## src/rtl/mci_pkg.sv

```systemverilog
// Shared types and constants for the motor command interface.
package mci_pkg;

  // Command codes of an input item
  typedef enum logic [3:0] {
    CMD_TICK      = 4'd0,
    CMD_ON        = 4'd1,
    CMD_OFF       = 4'd2,
    CMD_FWD       = 4'd3,
    CMD_REV       = 4'd4,
    CMD_ECO       = 4'd5,
    CMD_POWER     = 4'd6,
    CMD_ACCEL     = 4'd7,
    CMD_REGEN     = 4'd8,
    CMD_ZERO      = 4'd9,
    CMD_GEAR_UP   = 4'd10,
    CMD_GEAR_DOWN = 4'd11
  } cmd_e;

  // Configuration register indexes
  typedef enum logic [2:0] {
    REG_ACCEL_MAX  = 3'd0,
    REG_REGEN_MAX  = 3'd1,
    REG_TURN_ON    = 3'd2,
    REG_GEAR_PULSE = 3'd3,
    REG_GEAR_GAP   = 3'd4
  } reg_idx_e;

  // Gear pulse sequencer phases
  typedef enum logic [2:0] {
    PH_IDLE  = 3'b001,
    PH_PULSE = 3'b010,
    PH_GAP   = 3'b100
  } gear_phase_e;

  // Configuration widths and reset values
  localparam int unsigned CfgWidth = 16;
  localparam int unsigned CfgIdxWidth = 3;
  localparam logic [15:0] DefAccelMax = 16'd255;
  localparam logic [15:0] DefRegenMax = 16'd255;
  localparam logic [15:0] DefTurnOn = 16'd5000;
  localparam logic [15:0] DefGearPulse = 16'd200;
  localparam logic [15:0] DefGearGap = 16'd1200;
  localparam logic [7:0] WiperMax = 8'd255;

  // Gear queue entry values
  localparam logic GearDirUp = 1'b0;
  localparam logic GearDirDown = 1'b1;

  // Input item
  typedef struct packed {
    logic [3:0]  command;
    logic [15:0] drive_value;
    logic [15:0] regen_amount;
  } mci_in_t;

  // Result item
  typedef struct packed {
    logic       accepted;
    logic       motor_on;
    logic       main_enable;
    logic       forward;
    logic       power_mode;
    logic       gear_up_pulse;
    logic       gear_down_pulse;
    logic       drive_write;
    logic [7:0] drive_wiper;
    logic       strength_write;
    logic [7:0] strength_wiper;
    logic [5:0] gear_pending;
  } mci_out_t;

  // Controller to datapath commands
  typedef struct packed {
    logic capture;
    logic exec;
    logic div_start;
    logic div_sel_str;
    logic store_drv;
    logic store_str;
    logic mem_rd;
    logic pop;
  } mci_ctl_t;

  // Datapath to controller status
  typedef struct packed {
    logic scale_req;
    logic is_regen;
    logic div_done;
  } mci_sts_t;

endpackage

```

## src/rtl/mci_div.sv

```systemverilog
// Iterative wiper divider: (value*255)/bound saturated to 8 bits, one bit per cycle.
module mci_div (
  input  logic        clk_i,
  input  logic        rst_ni,
  input  logic        start_i,
  input  logic [23:0] dividend_i,
  input  logic [15:0] divisor_i,
  output logic        done_o,
  output logic [7:0]  quo_o
);

  logic        busy_q, busy_d;
  logic        done_q, done_d;
  logic [2:0]  cnt_q, cnt_d;
  logic [15:0] rem_q, rem_d;
  logic [7:0]  low_q, low_d;
  logic [15:0] dsr_q, dsr_d;
  logic [16:0] trial;
  logic [16:0] diff;

  // One restoring step on the partial remainder
  assign trial = {rem_q, low_q[7]};
  assign diff  = trial - {1'b0, dsr_q};

  always_comb begin
    busy_d = busy_q;
    done_d = 1'b0;
    cnt_d  = cnt_q;
    rem_d  = rem_q;
    low_d  = low_q;
    dsr_d  = dsr_q;
    if (start_i) begin
      dsr_d = divisor_i;
      cnt_d = 3'd0;
      if (dividend_i >= {divisor_i, 8'd0}) begin
        // quotient would not fit in 8 bits: saturate
        low_d  = mci_pkg::WiperMax;
        done_d = 1'b1;
      end else begin
        rem_d  = dividend_i[23:8];
        low_d  = dividend_i[7:0];
        busy_d = 1'b1;
      end
    end else if (busy_q) begin
      if (!diff[16]) begin
        rem_d = diff[15:0];
        low_d = {low_q[6:0], 1'b1};
      end else begin
        rem_d = trial[15:0];
        low_d = {low_q[6:0], 1'b0};
      end
      cnt_d = cnt_q + 3'd1;
      if (cnt_q == 3'd7) begin
        busy_d = 1'b0;
        done_d = 1'b1;
      end
    end
  end

  always_ff @(posedge clk_i or negedge rst_ni) begin
    if (!rst_ni) begin
      busy_q <= 1'b0;
      done_q <= 1'b0;
      cnt_q  <= 3'd0;
    end else begin
      busy_q <= busy_d;
      done_q <= done_d;
      cnt_q  <= cnt_d;
    end
  end

  always_ff @(posedge clk_i) begin
    rem_q <= rem_d;
    low_q <= low_d;
    dsr_q <= dsr_d;
  end

  assign done_o = done_q;
  assign quo_o  = low_q;

endmodule

```

## src/rtl/mci_dp.sv

```systemverilog
// Datapath: config registers, motor state, gear queue and pulse timing.
module mci_dp #(
  parameter int unsigned QUEUE_DEPTH = 32
) (
  input  logic                                clk_i,
  input  logic                                rst_ni,
  input  logic                                cfg_we_i,
  input  logic [mci_pkg::CfgIdxWidth-1:0]     cfg_idx_i,
  input  logic [mci_pkg::CfgWidth-1:0]        cfg_data_i,
  input  mci_pkg::mci_in_t                    item_i,
  input  mci_pkg::mci_ctl_t                   ctl_i,
  output mci_pkg::mci_sts_t                   sts_o,
  output mci_pkg::mci_out_t                   result_o
);

  localparam int unsigned AW = (QUEUE_DEPTH > 1) ? $clog2(QUEUE_DEPTH) : 1;
  localparam int unsigned CW = $clog2(QUEUE_DEPTH + 1);

  // Configuration registers
  logic [15:0] accel_max_q, regen_max_q, turn_on_q, pulse_q, gap_q;

  // Captured item
  mci_pkg::mci_in_t item_q;
  mci_pkg::cmd_e    cmd;

  // Motor and gear state
  logic        on_q, on_d;
  logic        en_q, en_d;
  logic [15:0] st_q, st_d;
  logic        dir_q, dir_d;
  logic        mode_q, mode_d;
  logic [7:0]  dl_q, dl_d;
  logic [7:0]  sl_q, sl_d;
  logic        acc_q, acc_d;
  logic        dw_q, dw_d;
  logic        sw_q, sw_d;
  logic [CW-1:0] cnt_q, cnt_d;
  logic [AW-1:0] head_q, head_d;
  mci_pkg::gear_phase_e phase_q, phase_d;
  logic [15:0] gtimer_q, gtimer_d;
  logic        gdir_q, gdir_d;

  // Gear queue storage
  logic          mem_q [QUEUE_DEPTH];
  logic          rd_q;
  logic          mem_we;
  logic          mem_wdata;
  logic [AW:0]   wr_sum;
  logic [AW-1:0] wr_addr;
  logic          full;

  // Divider
  logic [15:0] div_val;
  logic [15:0] div_bound;
  logic [23:0] div_prod;
  logic [7:0]  quo;
  logic        div_done;
  logic [15:0] gtimer_dec;

  assign cmd = mci_pkg::cmd_e'(item_q.command);

  // Configuration writes
  always_ff @(posedge clk_i or negedge rst_ni) begin
    if (!rst_ni) begin
      accel_max_q <= mci_pkg::DefAccelMax;
      regen_max_q <= mci_pkg::DefRegenMax;
      turn_on_q   <= mci_pkg::DefTurnOn;
      pulse_q     <= mci_pkg::DefGearPulse;
      gap_q       <= mci_pkg::DefGearGap;
    end else if (cfg_we_i) begin
      case (mci_pkg::reg_idx_e'(cfg_idx_i))
        mci_pkg::REG_ACCEL_MAX:  accel_max_q <= cfg_data_i;
        mci_pkg::REG_REGEN_MAX:  regen_max_q <= cfg_data_i;
        mci_pkg::REG_TURN_ON:    turn_on_q   <= cfg_data_i;
        mci_pkg::REG_GEAR_PULSE: pulse_q     <= cfg_data_i;
        mci_pkg::REG_GEAR_GAP:   gap_q       <= cfg_data_i;
        default: ;
      endcase
    end
  end

  // Item capture
  always_ff @(posedge clk_i) begin
    if (ctl_i.capture) begin
      item_q <= item_i;
    end
  end

  // Divider operands: value*255 = (value << 8) - value, zero bound treated as one
  assign div_val   = ctl_i.div_sel_str ? item_q.regen_amount : item_q.drive_value;
  assign div_bound = ctl_i.div_sel_str ? regen_max_q : accel_max_q;
  assign div_prod  = {div_val, 8'd0} - {8'd0, div_val};

  mci_div u_div (
    .clk_i      (clk_i),
    .rst_ni     (rst_ni),
    .start_i    (ctl_i.div_start),
    .dividend_i (div_prod),
    .divisor_i  ((div_bound == 16'd0) ? 16'd1 : div_bound),
    .done_o     (div_done),
    .quo_o      (quo)
  );

  // Queue write address wraps for any depth
  assign full    = (cnt_q == CW'(QUEUE_DEPTH));
  assign wr_sum  = (AW+1)'(head_q) + (AW+1)'(cnt_q);
  assign wr_addr = (wr_sum >= (AW+1)'(QUEUE_DEPTH)) ?
                   AW'(wr_sum - (AW+1)'(QUEUE_DEPTH)) : wr_sum[AW-1:0];

  assign gtimer_dec = (gtimer_q != 16'd0) ? (gtimer_q - 16'd1) : 16'd0;

  // Next-state logic for command execution, divider results and gear start
  always_comb begin
    on_d     = on_q;
    en_d     = en_q;
    st_d     = st_q;
    dir_d    = dir_q;
    mode_d   = mode_q;
    dl_d     = dl_q;
    sl_d     = sl_q;
    acc_d    = acc_q;
    dw_d     = dw_q;
    sw_d     = sw_q;
    cnt_d    = cnt_q;
    head_d   = head_q;
    phase_d  = phase_q;
    gtimer_d = gtimer_q;
    gdir_d   = gdir_q;
    mem_we   = 1'b0;
    mem_wdata = mci_pkg::GearDirUp;

    if (ctl_i.capture) begin
      acc_d = 1'b0;
      dw_d  = 1'b0;
      sw_d  = 1'b0;
    end

    if (ctl_i.exec) begin
      case (cmd)
        mci_pkg::CMD_TICK: begin
          acc_d = 1'b1;
          if (st_q != 16'd0) begin
            st_d = st_q - 16'd1;
            if (st_q == 16'd1 && en_q) begin
              on_d = 1'b1;
            end
          end
          // gear pulse and gap timing
          if (phase_q == mci_pkg::PH_PULSE || phase_q == mci_pkg::PH_GAP) begin
            gtimer_d = gtimer_dec;
            if (gtimer_dec == 16'd0) begin
              if (phase_q == mci_pkg::PH_PULSE && gap_q != 16'd0) begin
                phase_d  = mci_pkg::PH_GAP;
                gtimer_d = gap_q;
              end else begin
                phase_d = mci_pkg::PH_IDLE;
              end
            end
          end else begin
            phase_d = mci_pkg::PH_IDLE;
          end
        end
        mci_pkg::CMD_ON: begin
          if (!on_q && st_q == 16'd0) begin
            en_d  = 1'b1;
            st_d  = (turn_on_q == 16'd0) ? 16'd1 : turn_on_q;
            acc_d = 1'b1;
          end
        end
        mci_pkg::CMD_OFF: begin
          if (on_q) begin
            dl_d = 8'd0;
            sl_d = 8'd0;
            dw_d = 1'b1;
            sw_d = 1'b1;
          end
          en_d  = 1'b0;
          on_d  = 1'b0;
          acc_d = 1'b1;
        end
        mci_pkg::CMD_FWD, mci_pkg::CMD_REV: begin
          if (on_q) begin
            dir_d = (cmd == mci_pkg::CMD_FWD);
            acc_d = 1'b1;
          end
        end
        mci_pkg::CMD_ECO, mci_pkg::CMD_POWER: begin
          if (on_q && mode_q != (cmd == mci_pkg::CMD_POWER)) begin
            mode_d = (cmd == mci_pkg::CMD_POWER);
            acc_d  = 1'b1;
          end
        end
        mci_pkg::CMD_ACCEL, mci_pkg::CMD_REGEN, mci_pkg::CMD_ZERO: begin
          // scaled levels arrive later from the divider
          if (on_q) begin
            if (cmd == mci_pkg::CMD_ZERO) begin
              dl_d = 8'd0;
            end
            if (cmd != mci_pkg::CMD_REGEN) begin
              sl_d = 8'd0;
            end
            dw_d  = 1'b1;
            sw_d  = 1'b1;
            acc_d = 1'b1;
          end
        end
        mci_pkg::CMD_GEAR_UP, mci_pkg::CMD_GEAR_DOWN: begin
          if (!full) begin
            mem_we    = 1'b1;
            mem_wdata = (cmd == mci_pkg::CMD_GEAR_DOWN) ? mci_pkg::GearDirDown
                                                        : mci_pkg::GearDirUp;
            cnt_d     = cnt_q + CW'(1);
            acc_d     = 1'b1;
          end
        end
        default: ;
      endcase
    end

    if (ctl_i.store_drv) begin
      dl_d = quo;
    end
    if (ctl_i.store_str) begin
      sl_d = quo;
    end

    // Idle sequencer pops the queue head and starts a pulse
    if (ctl_i.pop && phase_q == mci_pkg::PH_IDLE && cnt_q != CW'(0)) begin
      gdir_d   = rd_q;
      head_d   = (head_q == AW'(QUEUE_DEPTH - 1)) ? AW'(0) : head_q + AW'(1);
      cnt_d    = cnt_q - CW'(1);
      phase_d  = mci_pkg::PH_PULSE;
      gtimer_d = (pulse_q == 16'd0) ? 16'd1 : pulse_q;
    end
  end

  always_ff @(posedge clk_i or negedge rst_ni) begin
    if (!rst_ni) begin
      on_q     <= 1'b0;
      en_q     <= 1'b0;
      st_q     <= 16'd0;
      dir_q    <= 1'b1;
      mode_q   <= 1'b0;
      dl_q     <= 8'd0;
      sl_q     <= 8'd0;
      acc_q    <= 1'b0;
      dw_q     <= 1'b0;
      sw_q     <= 1'b0;
      cnt_q    <= '0;
      head_q   <= '0;
      phase_q  <= mci_pkg::PH_IDLE;
      gtimer_q <= 16'd0;
      gdir_q   <= 1'b0;
    end else begin
      on_q     <= on_d;
      en_q     <= en_d;
      st_q     <= st_d;
      dir_q    <= dir_d;
      mode_q   <= mode_d;
      dl_q     <= dl_d;
      sl_q     <= sl_d;
      acc_q    <= acc_d;
      dw_q     <= dw_d;
      sw_q     <= sw_d;
      cnt_q    <= cnt_d;
      head_q   <= head_d;
      phase_q  <= phase_d;
      gtimer_q <= gtimer_d;
      gdir_q   <= gdir_d;
    end
  end

  // Queue memory: one write port, registered read at the head
  always_ff @(posedge clk_i) begin
    if (mem_we) begin
      mem_q[wr_addr] <= mem_wdata;
    end
    if (ctl_i.mem_rd) begin
      rd_q <= mem_q[head_q];
    end
  end

  // Status to controller
  assign sts_o.scale_req = on_q && (cmd == mci_pkg::CMD_ACCEL || cmd == mci_pkg::CMD_REGEN);
  assign sts_o.is_regen  = (cmd == mci_pkg::CMD_REGEN);
  assign sts_o.div_done  = div_done;

  // Result item straight from state registers
  assign result_o.accepted        = acc_q;
  assign result_o.motor_on        = on_q;
  assign result_o.main_enable     = en_q;
  assign result_o.forward         = dir_q;
  assign result_o.power_mode      = mode_q;
  assign result_o.gear_up_pulse   = (phase_q == mci_pkg::PH_PULSE) && !gdir_q;
  assign result_o.gear_down_pulse = (phase_q == mci_pkg::PH_PULSE) && gdir_q;
  assign result_o.drive_write     = dw_q;
  assign result_o.drive_wiper     = dl_q;
  assign result_o.strength_write  = sw_q;
  assign result_o.strength_wiper  = sl_q;
  assign result_o.gear_pending    = 6'(cnt_q);

`ifndef SYNTH
  a_cnt_bound: assert property (@(posedge clk_i) disable iff (!rst_ni)
    cnt_q <= CW'(QUEUE_DEPTH))
    else $error("gear queue count above depth");

  a_gear_timer_live: assert property (@(posedge clk_i) disable iff (!rst_ni)
    phase_q != mci_pkg::PH_IDLE |-> gtimer_q != 16'd0)
    else $error("gear phase active with expired timer");

  a_on_needs_enable: assert property (@(posedge clk_i) disable iff (!rst_ni)
    on_q |-> en_q)
    else $error("motor on without main enable");
`endif

endmodule

```

## src/rtl/mci_ctrl.sv

```systemverilog
// Controller: sequences capture, execute, scaling, queue pop and result strobe.
module mci_ctrl (
  input  logic               clk_i,
  input  logic               rst_ni,
  input  logic               start_i,
  input  mci_pkg::mci_sts_t  sts_i,
  output mci_pkg::mci_ctl_t  ctl_o,
  output logic               busy_o,
  output logic               done_o
);

  typedef enum logic [6:0] {
    S_IDLE    = 7'b0000001,
    S_EXEC    = 7'b0000010,
    S_DIV_DRV = 7'b0000100,
    S_DIV_STR = 7'b0001000,
    S_RD      = 7'b0010000,
    S_POP     = 7'b0100000,
    S_RESP    = 7'b1000000
  } state_e;

  state_e state_q, state_d;

  always_comb begin
    state_d = state_q;
    ctl_o   = '0;
    case (state_q)
      S_IDLE: begin
        if (start_i) begin
          ctl_o.capture = 1'b1;
          state_d       = S_EXEC;
        end
      end
      S_EXEC: begin
        ctl_o.exec = 1'b1;
        if (sts_i.scale_req) begin
          ctl_o.div_start = 1'b1;
          state_d         = S_DIV_DRV;
        end else begin
          state_d = S_RD;
        end
      end
      S_DIV_DRV: begin
        if (sts_i.div_done) begin
          ctl_o.store_drv = 1'b1;
          if (sts_i.is_regen) begin
            ctl_o.div_start   = 1'b1;
            ctl_o.div_sel_str = 1'b1;
            state_d           = S_DIV_STR;
          end else begin
            state_d = S_RD;
          end
        end
      end
      S_DIV_STR: begin
        if (sts_i.div_done) begin
          ctl_o.store_str = 1'b1;
          state_d         = S_RD;
        end
      end
      S_RD: begin
        ctl_o.mem_rd = 1'b1;
        state_d      = S_POP;
      end
      S_POP: begin
        ctl_o.pop = 1'b1;
        state_d   = S_RESP;
      end
      S_RESP: begin
        state_d = S_IDLE;
      end
      default: begin
        state_d = S_IDLE;
      end
    endcase
  end

  always_ff @(posedge clk_i or negedge rst_ni) begin
    if (!rst_ni) begin
      state_q <= S_IDLE;
    end else begin
      state_q <= state_d;
    end
  end

  assign busy_o = (state_q != S_IDLE);
  assign done_o = (state_q == S_RESP);

`ifndef SYNTH
  a_start_execs: assert property (@(posedge clk_i) disable iff (!rst_ni)
    (state_q == S_IDLE && start_i) |=> (state_q == S_EXEC))
    else $error("accepted item did not enter execute");

  a_div_done_waited: assert property (@(posedge clk_i) disable iff (!rst_ni)
    sts_i.div_done |-> (state_q == S_DIV_DRV || state_q == S_DIV_STR))
    else $error("divider finished while no division was pending");
`endif

endmodule

```

## src/rtl/motor_command_interface.sv

```systemverilog
// Motor command interface top level: command port, config port, result strobe.
//
// Usage: drive item_i and raise start while busy is low; the item is taken at
// that clock edge and busy is high from then on. Exactly one result item per
// command appears on result_o for a single cycle with result_valid_o high.
// The receiver cannot hold results off; it must sample result_o in that cycle.
// The path runs through execute, queue read, queue pop and strobe for most
// commands; accelerate adds one pass of the shared 8-step divider that scales
// wiper values and regenerate adds two, a pass being cut short when the value
// saturates. Items are taken one at a time: busy falls the cycle after the
// strobe, so a new item is not taken while one is in flight. Configuration
// registers are written through cfg_we_i, cfg_idx_i and cfg_data_i with no
// wait; the user must write them only while the block is idle, which the block
// itself does not enforce.
// Reset (rst_ni low, asynchronous) returns all configuration registers to their defaults,
// turns the motor off, empties the gear queue and drops busy; no clearing
// pass is needed.
module motor_command_interface #(
  parameter int unsigned QUEUE_DEPTH = 32
) (
  input  logic                            clk_i,
  input  logic                            rst_ni,
  input  logic                            start,
  output logic                            busy,
  input  mci_pkg::mci_in_t                item_i,
  output mci_pkg::mci_out_t               result_o,
  output logic                            result_valid_o,
  input  logic                            cfg_we_i,
  input  logic [mci_pkg::CfgIdxWidth-1:0] cfg_idx_i,
  input  logic [mci_pkg::CfgWidth-1:0]    cfg_data_i
);

  mci_pkg::mci_ctl_t ctl;
  mci_pkg::mci_sts_t sts;

  // Sequencing
  mci_ctrl u_ctrl (
    .clk_i   (clk_i),
    .rst_ni  (rst_ni),
    .start_i (start),
    .sts_i   (sts),
    .ctl_o   (ctl),
    .busy_o  (busy),
    .done_o  (result_valid_o)
  );

  // State and arithmetic
  mci_dp #(
    .QUEUE_DEPTH (QUEUE_DEPTH)
  ) u_dp (
    .clk_i      (clk_i),
    .rst_ni     (rst_ni),
    .cfg_we_i   (cfg_we_i),
    .cfg_idx_i  (cfg_idx_i),
    .cfg_data_i (cfg_data_i),
    .item_i     (item_i),
    .ctl_i      (ctl),
    .sts_o      (sts),
    .result_o   (result_o)
  );

endmodule

```

## config.mk

```make
export PLATFORM = sky130hd
export DESIGN_NAME = motor_command_interface
export DESIGN_NICKNAME = d
export VERILOG_FILES = /design/src/rtl/mci_pkg.sv /design/src/rtl/mci_div.sv /design/src/rtl/mci_dp.sv /design/src/rtl/mci_ctrl.sv /design/src/rtl/motor_command_interface.sv
export SDC_FILE = /design/constraint.sdc
export NUM_CORES = 1
export LEC_CHECK = 0
export BUFFER_PORTS_ARGS = -buffer_cell sky130_fd_sc_hd__buf_2
export CORE_AREA = 5 5 190 192
export CTS_CLUSTER_SIZE = 24
export DETAILED_ROUTE_END_ITERATION = 7
export DIE_AREA = 0 0 195 197
export MAX_ROUTING_LAYER = met4
export PLACE_DENSITY = 0.69
export SETUP_SLACK_MARGIN = 0.2
export SLEW_MARGIN = 25
export SYNTH_ARGS = -nofsm -noshare
export SYNTH_HDL_FRONTEND = slang
export SYNTH_SLANG_ARGS = --single-unit
export TNS_END_PERCENT = 20
```

## constraint.sdc

```tcl
create_clock -name clk_i -period 7 [get_ports clk_i]
set_input_delay 0 -clock clk_i [delete_from_list [all_inputs] [get_ports clk_i]]
set_output_delay 0 -clock clk_i [all_outputs]
set_load 0.005 [all_outputs]
```

# Word level (Yosys, flattened, before mapping)
# Memories as Yosys holds them, arrays and structs flattened. A register that Yosys moved wholly into a read port is not among the register bits.
# Cells that the tools add are included.
[totals]
regBits = 238
ramBits = 32
inputBits = 59
memories = 1
[mem_list]
columns = ["memory", "words", "word_bits", "rd", "rd_ports_with_merged_regs", "write_ports", "line_no", "rtl"]
rows = [
  ["u_dp.mem_q", 32, 1, 1, 1, 1, "mci_dp.sv:44", "logic mem_q [QUEUE_DEPTH];"],
]
[op_classes]
add_sub_neg = 10
magnitude_cmp = 2
eq_ne = 47
muxes = 103
reduce_logical = 60
[op_table]
columns = ["cell", "n"]
rows = [
  ["16-bit two-way mux", 18],
  ["8-bit two-way mux", 12],
  ["16-bit zero test", 5],
  ["16-bit nonzero test", 3],
  ["1-bit two-way mux", 43],
  ["7-bit case mux with 6 select lines", 1],
  ["16-bit case mux with 2 select lines", 1],
  ["8-bit case mux with 2 select lines", 2],
  ["16-bit by 1-bit subtractor with 16-bit output, second input constant", 2],
  ["3-bit two-way mux", 9],
  ["24-bit >= comparator", 1],
  ["6-bit two-way mux", 4],
  ["24-bit by 16-bit subtractor with 24-bit output", 1],
  ["7-bit two-way mux", 3],
  ["3-bit AND reduction", 7],
  ["5-bit two-way mux", 4],
  ["2-bit nonzero test", 10],
  ["3-bit by 2-bit != test with 1-bit output, second input constant", 6],
  ["17-bit by 16-bit subtractor with 17-bit output", 1],
  ["16-bit by 1-bit == test with 1-bit output, second input constant", 1],
  ["4-bit by 3-bit == test with 1-bit output, second input constant", 4],
  ["4-bit == test, second input constant", 4],
  ["2-bit AND reduction", 6],
  ["2-bit by 1-bit != test with 1-bit output, second input constant", 5],
  ["other kinds (42)", 69],
]

# Longest topological paths before layout
[depth]
depth_word = 10
depth_mapped = 28
depth_no_buf = 21

# Cells and area by module
# From an unflattened synthesis, not the netlist that was laid out.
[hier_totals]
hier_cells = 1412
area_unflattened_um2 = 15090.7
[modules_own_cells]
columns = ["mod", "n_inst", "cells_per_inst", "area_each_um2"]
rows = [
  ["mci_dp", 1, 1024, 11399.7],
  ["mci_div", 1, 334, 3183.1],
  ["mci_ctrl", 1, 54, 508.0],
]

# Worst setup path before layout
# OpenSTA, ideal clock, no wires.
[synth_path]
path_type = "reg-to-reg"
start = "reg u_dp.item_q, in the netlist u_dp.cmd[0]"
end = "reg u_dp.u_div.rem_q[0], enable pin"
setup_ns = 0.314
t_arrival_ns = 5.024
required_ns = 6.686
setup_slack_ns = 1.662
path_stages_with_launch = 28
period_less_slack_ns = 5.338
path_cell_list = "edfxtp_1 > buf_6 > nor4b_4 > nand3_4 > buf_6 > buf_6 > buf_6 > buf_6 > mux2_2 > inv_1 > ha_1 > clkbuf_1 > nand4_1 > mux2i_1 > o311ai_1 > a31oi_2 > o211ai_1 > nand3_1 > xor2_2 > ha_1 > nand4_1 > nor2_1 > nand3_1 > nor4_1 > nand4_1 > and3_1 > buf_6 > a21o_1"
[synth_between]
elab_chain_len = 10
word_cells_on_any_way = 18
classes_between = "add/sub: 1; order compare: 1; eq/ne: 3; mux: 8; reduce/logical: 5"
[synth_rtl]
columns = ["item", "line_no", "rtl"]
rows = [
  ["start, declared", "mci_dp.sv:23", "mci_pkg::mci_in_t item_q;"],
  ["start signal, assigned", "mci_dp.sv:85", "item_q <= item_i;"],
  ["branches (longest 9 deep; another with 24-bit by 16-bit subtractor with 24-bit output)", "-", ""],
  ["2-bit AND reduction (no line) (*)", "-", ""],
  ["end signal, assigned", "mci_div.sv:73", "rem_q <= rem_d;"],
  ["end, declared", "mci_div.sv:15", "logic [15:0] rem_q, rem_d;"],
]
# Every way passes the cells marked *.
# A chain may end at the register's enable or synchronous reset.

# Worst setup path in the final report
[layout_path]
start = "reg u_dp.item_q, in the netlist u_dp.cmd[1]"
end = "reg u_dp.u_div.rem_q[13], enable pin"
# The elaborated chain is that of the path after synthesis.

==> impl_results.md <==
* CP endpoint kind: flip-flop
* Slowest cell delay on critical path at 560 ps
* Final core utilization at 0.511
* DR vias/cell at 5.63
* Clock net sink count at 271
* Switch share at 0.327
* Clk slew on worst S/H paths at 60 ps
* Critical Path, Cell by Cell: nor4b_4, nand3_4, mux2_2, inv_1, ha_1, nand4_1, mux2i_1, o311ai_1, a31oi_2, nor3_1, o221ai_2, xor2_1, ha_1, nor2b_1, o21ai_0, a21oi_1, o21a_1, o21ai_0, and3_1, a21o_1
* Reg2Reg Depth at 20
* Post-Route WL at 37600 µm
* Inserted Clock Buffers at 30
* Final Skew at 27.3 ps
* Routability-driven placement congestion ratio at 0.911
* Top_reg_cell synth: dfrtp_1
* Max Cap Viol at 0
* Count of cell types in the netlist at 92
* R2R setup slack at 830 ps
* Final ANT Viol Nets at 0
* FP Rows at 68
* Commonest cells after routing, fill and taps aside: nor2_1 (135), dfrtp_1 (131), edfxtp_1 (109)
* Post-synth top area share at 0.217
* Startpoint types: flip-flop
* Req. time, crit path at 7190 ps
* Die H at 197 µm
* # nets final at 1637
* Overflow after GRT at 0
* Share of layout cells above drive strength 1 at 0.211
* VDD IR-drop max at 203 µV
* Total die area at 0.0384 mm²
* Unrepaired setup endpoints after global routing: false
* Post-synth EDFFs at 109
* Clock latency on the worst-skew pair at 580 ps
* Final Setup Violations at 0
* Tcrit/Tclk final at 0.882
* Routed wire per std cell at 18.8 µm
* FF-to-FF End: u_dp.u_div.rem_q[13]
* Fin. max-slew vios at 0
* Clk buf depth at 3
* TritonCTS clock tree: built
* Post CTS Setup Buffer Count at 0
* Root Buffer: clkbuf_16
* Setup_tns at 0 ps
* Clock share of power at 0.315
* Reg power frac at 0.425
* Mean post-synth cell area at 10.9 µm²
* Worst EP arrival at 6360 ps
* CP max stage cell: edfxtp_1
* Status: finished clean
* Cell taking the most area after synthesis: dfrtp_1
* Worst Hold Path EP: u_dp.turn_on_q[0]
* Sequential share of the synthesized area at 0.488
* Post-Syn Area at 0.0151 mm²
* Largest regs: u_dp.item_q: 32 flops, u_dp.mem_q: 32 flops
* F_max at 0.162 GHz
* Worst relative slew slack at 0.308
* Hold Fails Final Rpt at 0
* HP Start: cfg_idx_i[1]
* CP Max Fanout at 27
* First-pass GRT wire length at 60800 µm
* Buf/Inv on CP at 1
* Worst slew pin tran at 1030 ps
* Placeable core region at 0.0342 mm²
* Post-cts repair resize count at 0
* Largest net degree at the start of global routing at 99
* HPWL Detailed at 27100 µm
* I/O Pins at 92
* Async SR Flop Fraction at 0.598
* Cell Int Power at 3370 µW
* Comb pwr share at 0.260
* Area contributors post-synth: dfrtp_1 (22%), edfxtp_1 (22%), mux2_2 (6.9%)
* Synth Instances at 1392
* Vias in the first global route at 11354
* DR DRC count at 0
* Commonest non-fill, non-tap cell in the layout: nor2_1
* Psw at 1640 µW
* R2r startpoint: u_dp.cmd[1]
* P per Cell Area at 287 mW/mm²
* Leakage Power at 0.00740 µW
* Port Buffers at 91
* WS Path Type: flip-flop to flip-flop
* Pre-antenna DRT Iters at 5
* Hold depth at 5
* Layout area overhead at 15.6%
* Register bit total from synthesis at 271
* H-tree depth at 1
* Die width at 195 µm
* Iteration-0 DRC count of the detailed router at 768
* Synthesized Nets at 1509
* Initial antenna violation count at 1
* Global-route usage over all layers at 0.198
* Minimum clock period after layout at 6170 ps
* Hold_buf cts at 55
* Yosys Warn Count at 0
* Initial Utilization at 0.442
* Worst min-delay path category: primary input to flip-flop
* Delay-heaviest family, CP: simple AND/OR/NAND/NOR gates
* Vias at 11260
-- cell type report --
type / instances / area (µm²)
Clock buffer: 40 / 860
Timing Repair Buffer: 158 / 1100
Sequential cell: 271 / 7370
Clock inverter: 16 / 148
Multi-Input combinational cell: 988 / 7150
Fill cell: 3057 / 16700
Tap cell: 455 / 569
Antenna cell: 1 / 2.50
Inverter: 71 / 267
-- cells in the mapped netlist (9+ instances only) --
cell / number
nor2_1: 135
dfrtp_1: 131
edfxtp_1: 109
nand2_1: 98
mux2_2: 93
o21ai_0: 75
inv_1: 70
a21oi_1: 68
ha_1: 55
clkbuf_1: 35
nor3_1: 35
mux2i_1: 33
xnor2_1: 32
dfstp_2: 31
xor2_1: 28
nand3_1: 21
nor4_1: 18
a22o_1: 17
and3_1: 16
a31oi_1: 14
a21o_1: 13
a22oi_1: 13
nor2b_1: 13
nand4_1: 12
o21a_1: 12
or4_1: 12
o211ai_1: 11
mux4_2: 10
nand2b_1: 10
nor3b_1: 10
o21ai_1: 10
buf_4: 9
nand3b_1: 9
-- power by group through the flow --
stage	Clock, µW	Combinational [µW]	Sequential, µW
final	1580	1300	2130
after global routing	1680	1450	2160
after CTS	1600	1300	2130
after detailed placement	0	1260	2150
after global placement	0	1240	2150
after floorplan	0	963	2060
-- kinds of logic (layout without fill, tap and decap cells) --
family,Yosys count,after routing,share of synthesized area
simple gates,436,436,0.150
compound gates,291,291,0.124
flops,271,271,0.488
mux,140,140,0.111
buf+inv,133,285,0.0399
xor+xnor,61,61,0.0359
fa+ha+maj,60,60,0.0508
other cells,0,1,0
-- routing by layer --
| layer | wire [µm] | track usage |
|---|---|---|
| met5 | 0 | - |
| met4 | 1260 | 0.0628 |
| met3 | 1750 | 0.0246 |
| met2 | 18200 | 0.324 |
| met1 | 16400 | 0.259 |
-- per-stage QoR --
stage	setup slack, ps	instances	area, µm²	power (µW)	hold slack (ps)
floorplan	1660	1392	15100	3030	-296
global placement	1100	1888	15900	3390	153
detailed placement	990	1888	15900	3410	161
CTS	947	1999	17500	5020	9.17
global route	236	2000	17500	5290	40.8
finish	826	2000	17500	5010	34.1
-- how the worst max path moves through the flow --
stage	start	to	slack [ps]	depth (start not counted)
after floorplan	u_dp.cmd[0]	u_dp.u_div.rem_q[0]	1660	27
after global placement	u_dp.cmd[1]	u_dp.u_div.rem_q[13]	1100	19
after detailed placement	u_dp.cmd[1]	u_dp.u_div.rem_q[13]	990	20
after CTS	u_dp.cmd[1]	u_dp.u_div.rem_q[14]	950	20
after global routing	u_dp.cmd[1]	u_dp.u_div.rem_q[13]	240	20
final	u_dp.cmd[1]	u_dp.u_div.rem_q[13]	830	20
-- worst min-delay path, cell delays in order --
cell     delay, ps
buf_2          130
nand2_1         60
nor2_1          30
buf_4          190
o21ai_0        160
No activity file was read; power rests on OpenSTA's default activity.
